File: src/design/sdf_pkg.sv
package sdf_pkg;

    // Register indexes on the configuration channel
    localparam logic [7:0] REG_STIFFNESS = 8'd0;
    localparam logic [7:0] REG_DAMPING   = 8'd1;

    localparam logic [31:0] STIFFNESS_RESET = 32'd65536;
    localparam logic [31:0] DAMPING_RESET   = 32'd58982;

    // Square root: 34 result bits out of a 68-bit radicand
    localparam int ROOT_W = 34;
    localparam int RAD_W  = 2 * ROOT_W;
    localparam int REM_W  = ROOT_W + 4;

    // Direction: quotient bits 30 down to 0, remainder below the length
    localparam int Q_W    = 31;
    localparam int DREM_W = ROOT_W + 1;
    localparam int DIV_TOP = Q_W - 1;

    // Per-spring values carried alongside the iterative cells
    typedef struct packed {
        logic [32:0]        dxm;
        logic [32:0]        dym;
        logic               dx_neg;
        logic               dy_neg;
        logic signed [32:0] vrx;
        logic signed [32:0] vry;
        logic [31:0]        rest;
        logic               degen;
    } item_t;

    typedef struct packed {
        logic [RAD_W-1:0]  rad;
        logic [REM_W-1:0]  rem;
        logic [ROOT_W-1:0] root;
    } sqrt_t;

    typedef struct packed {
        logic [ROOT_W-1:0] len;
        logic [DREM_W-1:0] remx;
        logic [DREM_W-1:0] remy;
        logic [Q_W-1:0]    qx;
        logic [Q_W-1:0]    qy;
    } quot_t;

    // Stage control handed to every cell
    typedef struct packed {
        logic en;
        logic valid;
    } stage_ctl_t;

endpackage

File: src/design/sdf_sqrt_cell.sv
module sdf_sqrt_cell import sdf_pkg::*; #(
    parameter int BIT = 0
) (
    input  logic       aclk,
    input  logic       aresetn,
    input  stage_ctl_t in_ctl,
    input  item_t      in_item,
    input  sqrt_t      in_sq,
    output logic       out_valid,
    output item_t      out_item,
    output sqrt_t      out_sq
);

    logic              valid_reg;
    item_t             item_reg;
    sqrt_t             sq_reg;
    sqrt_t             sq_next;
    logic [REM_W-1:0]  rem_sh;
    logic [REM_W-1:0]  trial;
    logic              ge;

    // Bring down two radicand bits and try one more root bit
    always_comb begin
        rem_sh = {in_sq.rem[REM_W-3:0], in_sq.rad[2*BIT+1 -: 2]};
        trial  = {{(REM_W-ROOT_W-2){1'b0}}, in_sq.root, 2'b01};
        ge     = (rem_sh >= trial);
        sq_next.rad  = in_sq.rad;
        sq_next.rem  = ge ? (rem_sh - trial) : rem_sh;
        sq_next.root = {in_sq.root[ROOT_W-2:0], ge};
    end

    always_ff @(posedge aclk) begin
        if (!aresetn) begin
            valid_reg <= 1'b0;
        end else if (in_ctl.en) begin
            valid_reg <= in_ctl.valid;
        end
    end

    always_ff @(posedge aclk) begin
        if (in_ctl.en) begin
            item_reg <= in_item;
            sq_reg   <= sq_next;
        end
    end

    assign out_valid = valid_reg;
    assign out_item  = item_reg;
    assign out_sq    = sq_reg;

endmodule

File: config.mk
export PLATFORM = sky130hd
export DESIGN_NAME = sdf_sqrt_cell
export DESIGN_NICKNAME = d
export VERILOG_FILES = /design/src/design/sdf_pkg.sv /design/src/design/sdf_sqrt_cell.sv
export SDC_FILE = /design/constraint.sdc
export NUM_CORES = 1
export LEC_CHECK = 0
export BUFFER_PORTS_ARGS = -buffer_cell sky130_fd_sc_hd__buf_2
export CAP_MARGIN = 20
export CELL_PAD_IN_SITES_DETAIL_PLACEMENT = 0
export CELL_PAD_IN_SITES_GLOBAL_PLACEMENT = 2
export CORE_AREA = 2 2 239 241
export CTS_CLUSTER_SIZE = 8
export DETAILED_ROUTE_END_ITERATION = 6
export DIE_AREA = 0 0 241 243
export PLACE_DENSITY_LB_ADDON = 0.1
export REMOVE_ABC_BUFFERS = 1
export SYNTH_ARGS = -nofsm -noshare
export SYNTH_HDL_FRONTEND = slang
export SYNTH_SLANG_ARGS = --single-unit
export TNS_END_PERCENT = 10
File: constraint.sdc
create_clock -name aclk -period 3.37 [get_ports aclk]
set_clock_uncertainty 0.1 [all_clocks]
set_input_delay 0.337 -clock aclk [delete_from_list [all_inputs] [get_ports aclk]]
set_output_delay 0.337 -clock aclk [all_outputs]
set_load 0.02 [all_outputs]
==> impl_metrics.yaml <==
synthesis:
  ys_ff_latch: 308
  synth_warnings: 0
  synth_ff_type: "edfxtp_1"
  synthCells: 743
  synth_async_sr_flop_share: 0
  syn-mean-instance-area_um2: 16.1
  ys_types: 58
  yosysSeqAreaShare: 0.772
  synth_edf_count: 307
  syn-cell-area_mm2: 0.0120
timing:
  hold_viol: 0
  worst_pin_slew_ps: 661
  rsz0062_at_grt: "false"
  fmax_ghz: 0.316
  finalSetupViolations: 0
  final_max_slew_viol_count: 0
  timing.final.crit_share: 0.938
  relSlewSlack: 0.560
  timing.final.crit_period_ps: 3160
  setup_tns_ps: 0
detailed_routing:
  via_count: 10100
  drc: 0
  drt_iter0_markers: 337
  wl_per_cell_um: 21.0
  antenna_left: 0
  wl_um: 52500
  drt-pass1-iter-count: 4
  via_per_inst: 4.03
global_routing:
  overflow: 0
  grtUsageMet1: 0.187
  grt_use_total: 0.173
  grt_pass1_vias: 10500
  grt_pass1_wl_um: 72500
  use_met3: 0.0415
  antenna_found_initial: 11
  gr-max-usage-layer: "met2"
  grt_max_degree: 69
  met2_usage: 0.322
clocking:
  postCtsSetupBuffers: 0
  cts_sinks: 308
  ctsLongestPathBuffers: 3
  cts.clk_slew.worst_paths_ps: 60
  clk_latency_ps: 570
  root_buffer: "clkbuf_16"
  htreeDepth: 2
  cts_inserted_buffers: 45
  cts_tree: "yes"
critical_path:
  cp_max_fo: 25
  cp-end-kind: "register"
  r2r-start: "out_valid"
  crit_required_ps: 3590
  ff2ff_path_depth: 3
  reg2reg_to: "out_valid"
  cp-start-kind: "input port"
  reg2reg_setup_slack_ps: 2120
  critPathArrivalTime_ps: 3380
  critPathKind: "input port to register"
floorplan:
  die_w_um: 241
  core-area_mm2: 0.0560
  start_util: 0.214
  die_area_mm2: 0.0586
  ios: 619
  rows: 87
  fp.dieH_um: 243
place:
  dpl_cell_area_mm2: 0.0162
  place_congestion: 0.867
  port_buffers: 616
  hpwl_um: 41100
cells_and_area:
  area_growth_pct: 71.7
  fin_nets: 2067
  final_area_mm2: 0.0206
  final_util: 0.367
  drive_gt1_frac: 0.415
min_path:
  worstHoldPathCells: 2
  min_to: "out_sq[70]"
  hold_start: "in_sq[68]"
  hp-class: "input port to register"
power_and_ir_drop:
  vdd_drop_max_mv: 0.379
  leakage_nw: 8.71
  power_density_mw_per_mm2: 531
flow_run:
  maxCapViolCount: 0
outcome:
  status: "complete, no violations"
cells in the mapped netlist, drive strengths merged (2+ instances only):
cell type | number | share of area
o21bai | 6 | 0.0038
and3 | 3 | 0.0018
nor3b | 2 | 0.0013
nand4 | 9 | 0.0047
edfxtp | 307 | 0.77
mux2 | 3 | 0.0028
a31oi | 8 | 0.0042
buf | 9 | 0.0038
o211ai | 6 | 0.0038
ha | 36 | 0.038
a2111oi | 4 | 0.0050
a21boi | 2 | 0.0013
o221a | 2 | 0.0019
mux2i | 2 | 0.0017
nor2 | 23 | 0.0074
nand2 | 61 | 0.019
nor2b | 6 | 0.0031
nor3 | 9 | 0.0038
xnor2 | 22 | 0.016
o2111ai | 2 | 0.0015
a21o | 18 | 0.011
o21a | 3 | 0.0019
o21ai | 53 | 0.023
or3 | 4 | 0.0021
xor2 | 12 | 0.0088
clkbuf | 9 | 0.0028
o41ai | 3 | 0.0028
nand2b | 5 | 0.0026
a211oi | 4 | 0.0029
a21oi | 37 | 0.018
and2 | 5 | 0.0027
nor4 | 2 | 0.0010
inv | 48 | 0.015
nand3 | 10 | 0.0042
placed cells by master (no fill, tap or decap), types with 8 or more instances in the layout:
cell | Yosys | layout
xnor2_1 | 22 | 22
buf_2 | 9 | 615
dlygate4sd3_1 | 0 | 305
clkbuf_16 | 0 | 45
ha_1 | 36 | 35
buf_4 | 0 | 21
inv_1 | 47 | 47
o21ai_0 | 16 | 16
clkbuf_1 | 9 | 14
xor2_1 | 12 | 12
nand3_1 | 10 | 10
nor2_1 | 22 | 21
nand2_1 | 60 | 60
diode_2 | 0 | 8
a21oi_1 | 32 | 32
a31oi_1 | 8 | 8
a21o_1 | 16 | 16
nor3_1 | 9 | 9
o21ai_1 | 35 | 35
edfxtp_1 | 307 | 307
nand4_1 | 9 | 9
worst max path at each step:
stage               from    endpoint  slack [ps]  depth (start not counted)
2_1_floorplan  in_sq[19]  out_sq[57]         400                         10
3_3_place_gp    in_sq[6]  out_sq[71]         110                         13
3_5_place_dp   in_sq[18]  out_sq[71]          80                         13
4_1_cts        in_sq[18]  out_sq[71]          20                         14
5_1_grt        in_sq[53]  out_sq[40]           7                         12
6_report       in_sq[53]  out_sq[40]         210                         12
flip-flops by register name (all words and copies together) (netlist names):
signal / cells
out_valid: 1
out_item: 167
out_sq: 140
layout make-up:
type                    instances  area [um2]
fillers                      5717       35400
repair buffers                948        6420
well taps                     756         946
clock inverters                 6        80.1
multi-input cells             369        2480
clock buffers                  59        1180
inverters                      48         180
flip-flops and latches        308        9240
diodes                          8        20.0
stage by stage:
step	setup WS, ps	hold WS, ps	power [mW]	instances
finish	208	54.1	10.9	2502
floorplan	401	336	5.67	725
global placement	105	409	6.56	2124
CTS	16.2	18.0	11.2	2494
global route	6.56	44.0	11.4	2499
detailed placement	84.4	414	6.56	2124
kinds of logic after synthesis:
family / after synthesis / synth area share
flops: 308 / 0.772
compound gates: 152 / 0.0837
simple gates: 142 / 0.0559
buf+inv: 66 / 0.0216
fa+ha+maj: 36 / 0.0376
xor+xnor: 34 / 0.0249
mux: 5 / 0.00449
worst max-delay path, stage by stage:
cell and delay, ps:
dlygate4sd3_1 600, buf_2 150, ha_1 360, a21oi_1 260
o21ai_1 150, o2111ai_1 290, a211oi_2 70, buf_4 140
o211ai_1 140, and3_2 320, buf_12 200, mux2_1 330
per-layer routing:
layer  vias to the layer above  part of all wire
met1                      4845              0.37
met5                         -            0.0010
met3                        94             0.066
met4                         8             0.031
met2                       357              0.53
li1                       4776                 -
report_power, final:
group | switching (mW) | internal (mW) | total [mW]
logic | 1.23 | 0.836 | 2.07
clock network | 1.72 | 2.43 | 4.15
registers | 0.0774 | 4.62 | 4.70
timing repair:
action,CTS,global route
hold buffers,305,0
resized for setup,0,4
setup endpoints to repair,0,25
endpoints found under the hold margin,304,0
Note: power is estimated with default switching activity, not from simulation.
