===== config.mk =====
export PLATFORM = sky130hd
export DESIGN_NAME = sdf_div_cell
export DESIGN_NICKNAME = d
export VERILOG_FILES = /design/src/design/sdf_pkg.sv /design/src/design/sdf_div_cell.sv
export SDC_FILE = /design/constraint.sdc
export NUM_CORES = 1
export LEC_CHECK = 0
export ABC_AREA = 1
export BUFFER_PORTS_ARGS = -buffer_cell sky130_fd_sc_hd__buf_2
export CELL_PAD_IN_SITES_DETAIL_PLACEMENT = 0
export CELL_PAD_IN_SITES_GLOBAL_PLACEMENT = 1
export CORE_AREA = 2 2 264 266
export DETAILED_ROUTE_END_ITERATION = 8
export DIE_AREA = 0 0 266 268
export GPL_ROUTABILITY_DRIVEN = 1
export MAX_ROUTING_LAYER = met4
export PLACE_DENSITY_LB_ADDON = 0.1
export REMOVE_ABC_BUFFERS = 1
export SYNTH_ARGS = -nofsm -noshare
export SYNTH_HDL_FRONTEND = slang
export SYNTH_SLANG_ARGS = --single-unit

===== constraint.sdc =====
create_clock -name aclk -period 3.4 [get_ports aclk]
set_clock_uncertainty 0.15 [all_clocks]
set_input_delay 0.34 -clock aclk [delete_from_list [all_inputs] [get_ports aclk]]
set_output_delay 0.34 -clock aclk [all_outputs]
set_load 0.03 [all_outputs]

===== src/design/sdf_pkg.sv =====
package sdf_pkg;

    // Register indexes on the configuration channel
    localparam logic [7:0] REG_STIFFNESS = 8'd0;
    localparam logic [7:0] REG_DAMPING   = 8'd1;

    localparam logic [31:0] STIFFNESS_RESET = 32'd65536;
    localparam logic [31:0] DAMPING_RESET   = 32'd58982;

    // Square root: 34 result bits out of a 68-bit radicand
    localparam int ROOT_W = 34;
    localparam int RAD_W  = 2 * ROOT_W;
    localparam int REM_W  = ROOT_W + 4;

    // Direction: quotient bits 30 down to 0, remainder below the length
    localparam int Q_W    = 31;
    localparam int DREM_W = ROOT_W + 1;
    localparam int DIV_TOP = Q_W - 1;

    // Per-spring values carried alongside the iterative cells
    typedef struct packed {
        logic [32:0]        dxm;
        logic [32:0]        dym;
        logic               dx_neg;
        logic               dy_neg;
        logic signed [32:0] vrx;
        logic signed [32:0] vry;
        logic [31:0]        rest;
        logic               degen;
    } item_t;

    typedef struct packed {
        logic [RAD_W-1:0]  rad;
        logic [REM_W-1:0]  rem;
        logic [ROOT_W-1:0] root;
    } sqrt_t;

    typedef struct packed {
        logic [ROOT_W-1:0] len;
        logic [DREM_W-1:0] remx;
        logic [DREM_W-1:0] remy;
        logic [Q_W-1:0]    qx;
        logic [Q_W-1:0]    qy;
    } quot_t;

    // Stage control handed to every cell
    typedef struct packed {
        logic en;
        logic valid;
    } stage_ctl_t;

endpackage


===== src/design/sdf_div_cell.sv =====
module sdf_div_cell import sdf_pkg::*; #(
    parameter int BIT = 0
) (
    input  logic       aclk,
    input  logic       aresetn,
    input  stage_ctl_t in_ctl,
    input  item_t      in_item,
    input  quot_t      in_q,
    output logic       out_valid,
    output item_t      out_item,
    output quot_t      out_q
);

    localparam bit TOP_CELL = (BIT == DIV_TOP);

    logic              valid_reg;
    item_t             item_reg;
    quot_t             q_reg;
    quot_t             q_next;
    logic [DREM_W-1:0] rsx;
    logic [DREM_W-1:0] rsy;
    logic [DREM_W-1:0] den;
    logic              gex;
    logic              gey;
    logic              bx;
    logic              by;

    // One quotient bit for each axis; only the top cell shifts in a dividend bit
    always_comb begin
        bx  = TOP_CELL ? in_item.dxm[0] : 1'b0;
        by  = TOP_CELL ? in_item.dym[0] : 1'b0;
        rsx = {in_q.remx[DREM_W-2:0], bx};
        rsy = {in_q.remy[DREM_W-2:0], by};
        den = {1'b0, in_q.len};
        gex = (rsx >= den);
        gey = (rsy >= den);
        q_next.len  = in_q.len;
        q_next.remx = gex ? (rsx - den) : rsx;
        q_next.remy = gey ? (rsy - den) : rsy;
        q_next.qx   = {in_q.qx[Q_W-2:0], gex};
        q_next.qy   = {in_q.qy[Q_W-2:0], gey};
    end

    always_ff @(posedge aclk) begin
        if (!aresetn) begin
            valid_reg <= 1'b0;
        end else if (in_ctl.en) begin
            valid_reg <= in_ctl.valid;
        end
    end

    always_ff @(posedge aclk) begin
        if (in_ctl.en) begin
            item_reg <= in_item;
            q_reg    <= q_next;
        end
    end

    assign out_valid = valid_reg;
    assign out_item  = item_reg;
    assign out_q     = q_reg;

endmodule


==> run metrics, run 1 <==
CTS max path bufs 3; critical path launch point type primary input; fin crit share 81.0%; cell area power density 491 mW/mm²; post-layout util 37.1%; CORE AREA 0.0682 mm²; DR pass1 iterations 4; Peak Freq 0.363 GHz; io pins 671; flop2flop setup slack 2.02 ns; post-synthesis compound-gate area fraction 2.71%; mux share of post-synthesis cell area 0%; vias in the first global route 15.4k; post-synth top area cell edfxtp_1; CP most frequent cell nand2_1; worst setup margin 0.646 ns; initial antenna violation count 11; clock latency on the worst-skew pair 0.55 ns; effective utilization at floorplan 23.6%; Die X 266 µm; Worst EP required 3.57 ns; Final Setup Violations 0; Synth area leaders edfxtp_1, nand2_1, ha_1; CP arrival 2.93 ns; Seq/Total Area, Yosys 62.3%; initial drt markers 740; xor and xnor area share after synthesis 1.96%; layout cells sized above 1 28.3%; Adder-Cell Fraction of Synth Area 5.54%; wire per inst 19.5 µm; Top delay family on crit path simple AND/OR/NAND/NOR gates; Max Cap Violations 0; status finished, final reports clean; Netlist cell types 31; Crit. path cell count 14; slowest stage delay, CP 0.54 ns; FP Rows 96; worst hold slack 0.00590 ns; mean number of vias per cell 4.16; Fin Setup TNS 0 ns; Hold Crit Class in -> reg; CTS resizes 0; Syn Std Cell Area 0.0161 mm²; commonest non-fill, non-tap cells in the layout buf_2, nand2_1, edfxtp_1; Syn Inst Count 1609; Syn Area/Cell 10.0 µm²; min Tclk post-route 2.75 ns; critical-path maximum fanout 5; simple-gate share of the synthesized area 21.7%; largest net degree at the start of global routing 80; normalized max-slew margin 49.2%; CTS Buf Count 41; worst slew pin tran 0.762 ns; Die Area 0.0713 mm²; CTS sink cnt 334; clock transition at the registers of the reported paths 0.06 ns; commonest non-fill, non-tap cell in the layout buf_2; Layout area overhead 57.1%; CTS tree yes; CP Launch Point in_q[139]; HPWL Detailed 57.4 mm; root buffer cell clkbuf_16; Hold Violations, Final 0; Ys Warns 0; CP Buf/Inv Count 4; standby leakage power 12.0 nW; Tot GR Track Use 19.5%; global-route wire length before repair 98.8 mm; Worst Reg2Reg Path Length in Cells 3; VDD IR max 0.334 mV; total number of vias 14.9k; #FFs+latches synth 334; Setup crit end out_q[95]$_DFFE_PP_; total grt overflow 0; Final nets 3065; Final Slew Violations 0; DP Worst Slack 0.540 ns; area share of the largest cell type after synthesis 62.1%; Post-DRT Antenna Nets 0; critical path class in -> reg; port bufs 666; CP cell instances dlygate4sd3_1 > buf_2 > inv_1 > ha_1 > nand2_1 > inv_1 > a21oi_1 > nand3_1 > nand2_1 > nand2_1 > nand2_1 > nand3_1 > nand3_1 > nand2_1; slowest library cell on the worst path dlygate4sd3_1; drt drc 0; RSZ-0062 raised after global routing false; critical path capture point type flop; r2r endpoint out_valid$_SDFFE_PN0P_; gpl congestion 0.918; H-tree depth 2; Critical R2R Launch out_valid$_SDFFE_PN0P_; chip height 268 µm; final WL 69.9 mm; largest family of logic cells by synthesized area simple AND/OR/NAND/NOR gates
[cell usage after synthesis, drive strengths merged]
| library cell | instances |
|---|---|
| nand3 | 76 |
| xnor2 | 2 |
| ha | 68 |
| fa | 2 |
| nand3b | 20 |
| dfxtp | 1 |
| nor2 | 130 |
| o21ai | 10 |
| nand4 | 8 |
| edfxtp | 333 |
| o21a | 4 |
| nor3 | 13 |
| xor2 | 34 |
| and3 | 1 |
| a21o | 5 |
| o21bai | 5 |
| buf | 13 |
| inv | 218 |
| a211oi | 1 |
| nand2 | 612 |
| a21oi | 53 |
[per-stage QoR]
| stage | std cells | total power, W | area, µm² |
|---|---|---|---|
| floorplan | 1596 | 0.00682 | 16000 |
| global placement | 3170 | 0.00801 | 20700 |
| finish | 3579 | 0.0124 | 25300 |
| detailed placement | 3170 | 0.00801 | 20700 |
| global route | 3579 | 0.0130 | 25300 |
| CTS | 3570 | 0.0126 | 25300 |
[where the power goes]
part           internal, W  switching [W]  leakage, nW
sequential         0.00499      0.0000969         3.27
clock              0.00243        0.00178        0.617
combinational      0.00104        0.00208         8.14
[state kept, by name, summed over array words and instances (netlist names)]
register and flops:
out_q 166, out_item 167, out_valid 1
[cell type report]
class	count	area [µm²]
clock buffers	51	1080
fillers	7061	42900
diodes	9	22.5
well taps	882	1100
multi-input cells	1044	5130
inverters	218	823
repair buffers	1019	6910
clock inverters	22	188
flip-flops and latches	334	10000
[worst reg2reg max path: stages (launching register included)]
cell and delay [ns]:
dfxtp_1 0.31, o21ai_0 0.17, a21oi_1 0.06, dlygate4sd3_1 0.58
[cells by family after synthesis]
| kind of cell | count (synthesis) |
|---|---|
| AOI/OAI and AO/OA | 78 |
| xor gates and xnor gates | 36 |
| adders and majority gates | 70 |
| buffers and inverters | 231 |
| DFF | 334 |
| and+or+nand+nor | 860 |
[how the worst min path moves through the flow]
stage	depth (start not counted)	slack [ns]	end	from
2_1_floorplan	1	0.28	out_valid$_SDFFE_PN0P_	in_ctl[1]
4_1_cts	3	0.006	out_q[110]$_DFFE_PP_	in_q[109]
3_3_place_gp	1	0.37	out_item[73]$_DFFE_PP_	in_item[73]
5_1_grt	3	0.02	out_q[110]$_DFFE_PP_	in_q[109]
3_5_place_dp	1	0.37	out_q[24]$_DFFE_PP_	in_q[23]
6_report	3	0.006	out_q[110]$_DFFE_PP_	in_q[109]
[per-layer routing]
metal | vias up | wire (µm) | track usage [%]
li1 | 7393 | - | -
met1 | 6961 | 28700 | 22.0
met2 | 423 | 35000 | 33.8
met3 | 105 | 3660 | 4.33
met4 | 0 | 2520 | 7.03
met5 | - | 0 | -
[what timing repair did]
action                                 4_1_cts  5_1_grt
hold buffers                               327        0
endpoints found under the hold margin      326        0
setup buffers                                0        0
Note: power is estimated with default switching activity, not from simulation.
==> run 2: changes to the inputs <==
Clock period 3.4 ns to 2.3 ns, I/O delays scaled along.
==> run 2 against run 1 <==
First-iteration DRC count rose by 0.54%; final area rose by 10%; sequential power rose by 48%; die area did not move; total power rose by 58%; clock power rose by 63%; critical path type unchanged; critical endpoint is now out_q[89]$_DFFE_PP_; largest cell class unchanged; highest routed layer unchanged.
==> run metrics, run 2 (same netlist as run 1, synthesis figures left out) <==
status finished, final reports clean; global-route wire length before repair 103 mm; Final Slew Violations 0; Worst EP required 2.47 ns; drt drc 0; standby leakage power 13.5 nW; min Tclk post-route 2.24 ns; final WL 72.7 mm; Hold Violations, Final 0; vias in the first global route 16.5k; gpl congestion 0.904; slowest library cell on the worst path dlygate4sd3_1; clock transition at the registers of the reported paths 0.06 ns; layout cells sized above 1 36.5%; FP Rows 96; CORE AREA 0.0682 mm²; io pins 671; normalized max-slew margin 72.6%; clock network power share 34.9%; wire per inst 18.8 µm; Peak Freq 0.447 GHz; initial antenna violation count 10; power share of the combinational group 26.8%; critical path class in -> reg; worst slew pin tran 0.411 ns; critical path launch point type primary input; critical-path maximum fanout 3; clock latency on the worst-skew pair 0.55 ns; Hold Crit Class in -> reg; HPWL Detailed 58.8 mm; port bufs 666; Largest register FFs 167; Final Setup Violations 0; Die X 266 µm; H-tree depth 2; Seq pwr share 38.3%; sw frac 30.8%; initial drt markers 744; CP most frequent cell nand2_1; CP Buf/Inv Count 3; Fin Setup TNS 0 ns; commonest non-fill, non-tap cells in the layout buf_2, nand2_1, edfxtp_1; total number of vias 15.9k; mean number of vias per cell 4.12; largest net degree at the start of global routing 64; commonest non-fill, non-tap cell in the layout buf_2; RSZ-0062 raised after global routing true; effective utilization at floorplan 23.6%; Die Area 0.0713 mm²; Max Cap Violations 0; root buffer cell clkbuf_16; VDD IR max 0.406 mV; Layout area overhead 72.9%; CTS max path bufs 3; CP cell instances dlygate4sd3_1 > ha_2 > buf_4 > nand2_1 > nor2_2 > nand2_2 > buf_4 > nor2_1 > nand2_1 > nand2_1 > nand2_1 > nand3_1 > nand2_1; slowest stage delay, CP 0.60 ns; final non-filler cell total 3864; CTS tree yes; CTS sink cnt 334; CTS Buf Count 41; total grt overflow 0; DR pass1 iterations 5; Post-DRT Antenna Nets 0; internal power 0.0136 W; dpl cells 3451; Top delay family on crit path simple AND/OR/NAND/NOR gates; Tot GR Track Use 20.3%; Final nets 3352; flop2flop setup slack 0.96 ns; Switching Power 0.00605 W; cell area power density 707 mW/mm²; CP arrival 2.40 ns; critical path capture point type flop; chip height 268 µm; fin crit share 97.3%
## run 2: cell types whose count changed in the layout (fill, tap and decap cells not counted), moves of 5 or more
cell	delta
buf_4	+278
bufinv_16	+5
nand2_1	-11
nand2_2	+11
nor2_1	-13
nor2_2	+8
nor2_4	+5
## run 2: worst reg2reg max path, cell delays in order, from the launching register on
cell and delay [ns]:
dfxtp_1 0.31, o21ai_0 0.15, a21oi_1 0.06, dlygate4sd3_1 0.56
## run 2: what timing repair did
action                     CTS  global route
hold buffers               331             0
gates resized for setup      0            45
setup endpoints to repair    0            68
hold endpoints to repair   350             0
setup buffers                0             2
## run 2: layout make-up
class / count / area, µm²
Antenna cell: 5 / 12.5
Fill cell: 6963 / 40400
Clock inverter: 28 / 349
Sequential cell: 334 / 10000
Tap cell: 882 / 1100
Inverter: 218 / 828
Multi-Input combinational cell: 1044 / 5280
Timing Repair Buffer: 1306 / 9160
Clock buffer: 47 / 1070
## run 2: routing by layer
metal	share of wire [%]	vias up	global-route usage [%]
met5	0	-	-
met2	52	418	36.7
met3	4.7	75	3.35
met1	41	7431	23.4
li1	-	7984	-
met4	2.0	0	4.68
## run 2: worst paths after layout
path,start,to,cells after the start
worst max-delay path,in_q[80],out_q[89]$_DFFE_PP_,13
worst min register to register,out_valid$_SDFFE_PN0P_,out_valid$_SDFFE_PN0P_,3
worst max register to register,out_valid$_SDFFE_PN0P_,out_valid$_SDFFE_PN0P_,3
worst min-delay path,in_q[97],out_q[98]$_DFFE_PP_,4
## run 2: power groups by stage
| stage | Clock [W] | Combinational (W) | Sequential (W) |
|---|---|---|---|
| floorplan | 0 | 0.00124 | 0.00884 |
| global placement | 0 | 0.00480 | 0.00765 |
| detailed placement | 0 | 0.00480 | 0.00765 |
| CTS | 0.00711 | 0.00528 | 0.00753 |
| global route | 0.00732 | 0.00570 | 0.00758 |
| finish | 0.00687 | 0.00526 | 0.00753 |
## run 2: metrics by stage
step                      area, µm²  total power (W)  utilization [%]  worst slack [ns]  hold WS, ns
after floorplan               16000           0.0101                -             0.137        0.173
after global placement        22900           0.0124             33.5            -0.429        0.257
after detailed placement      22900           0.0124             33.5            -0.462        0.258
after CTS                     27600           0.0199             40.4           0.00869       0.0304
after global routing          27800           0.0206             40.8           -0.0153       0.0647
final                         27800           0.0197             40.8            0.0630       0.0564
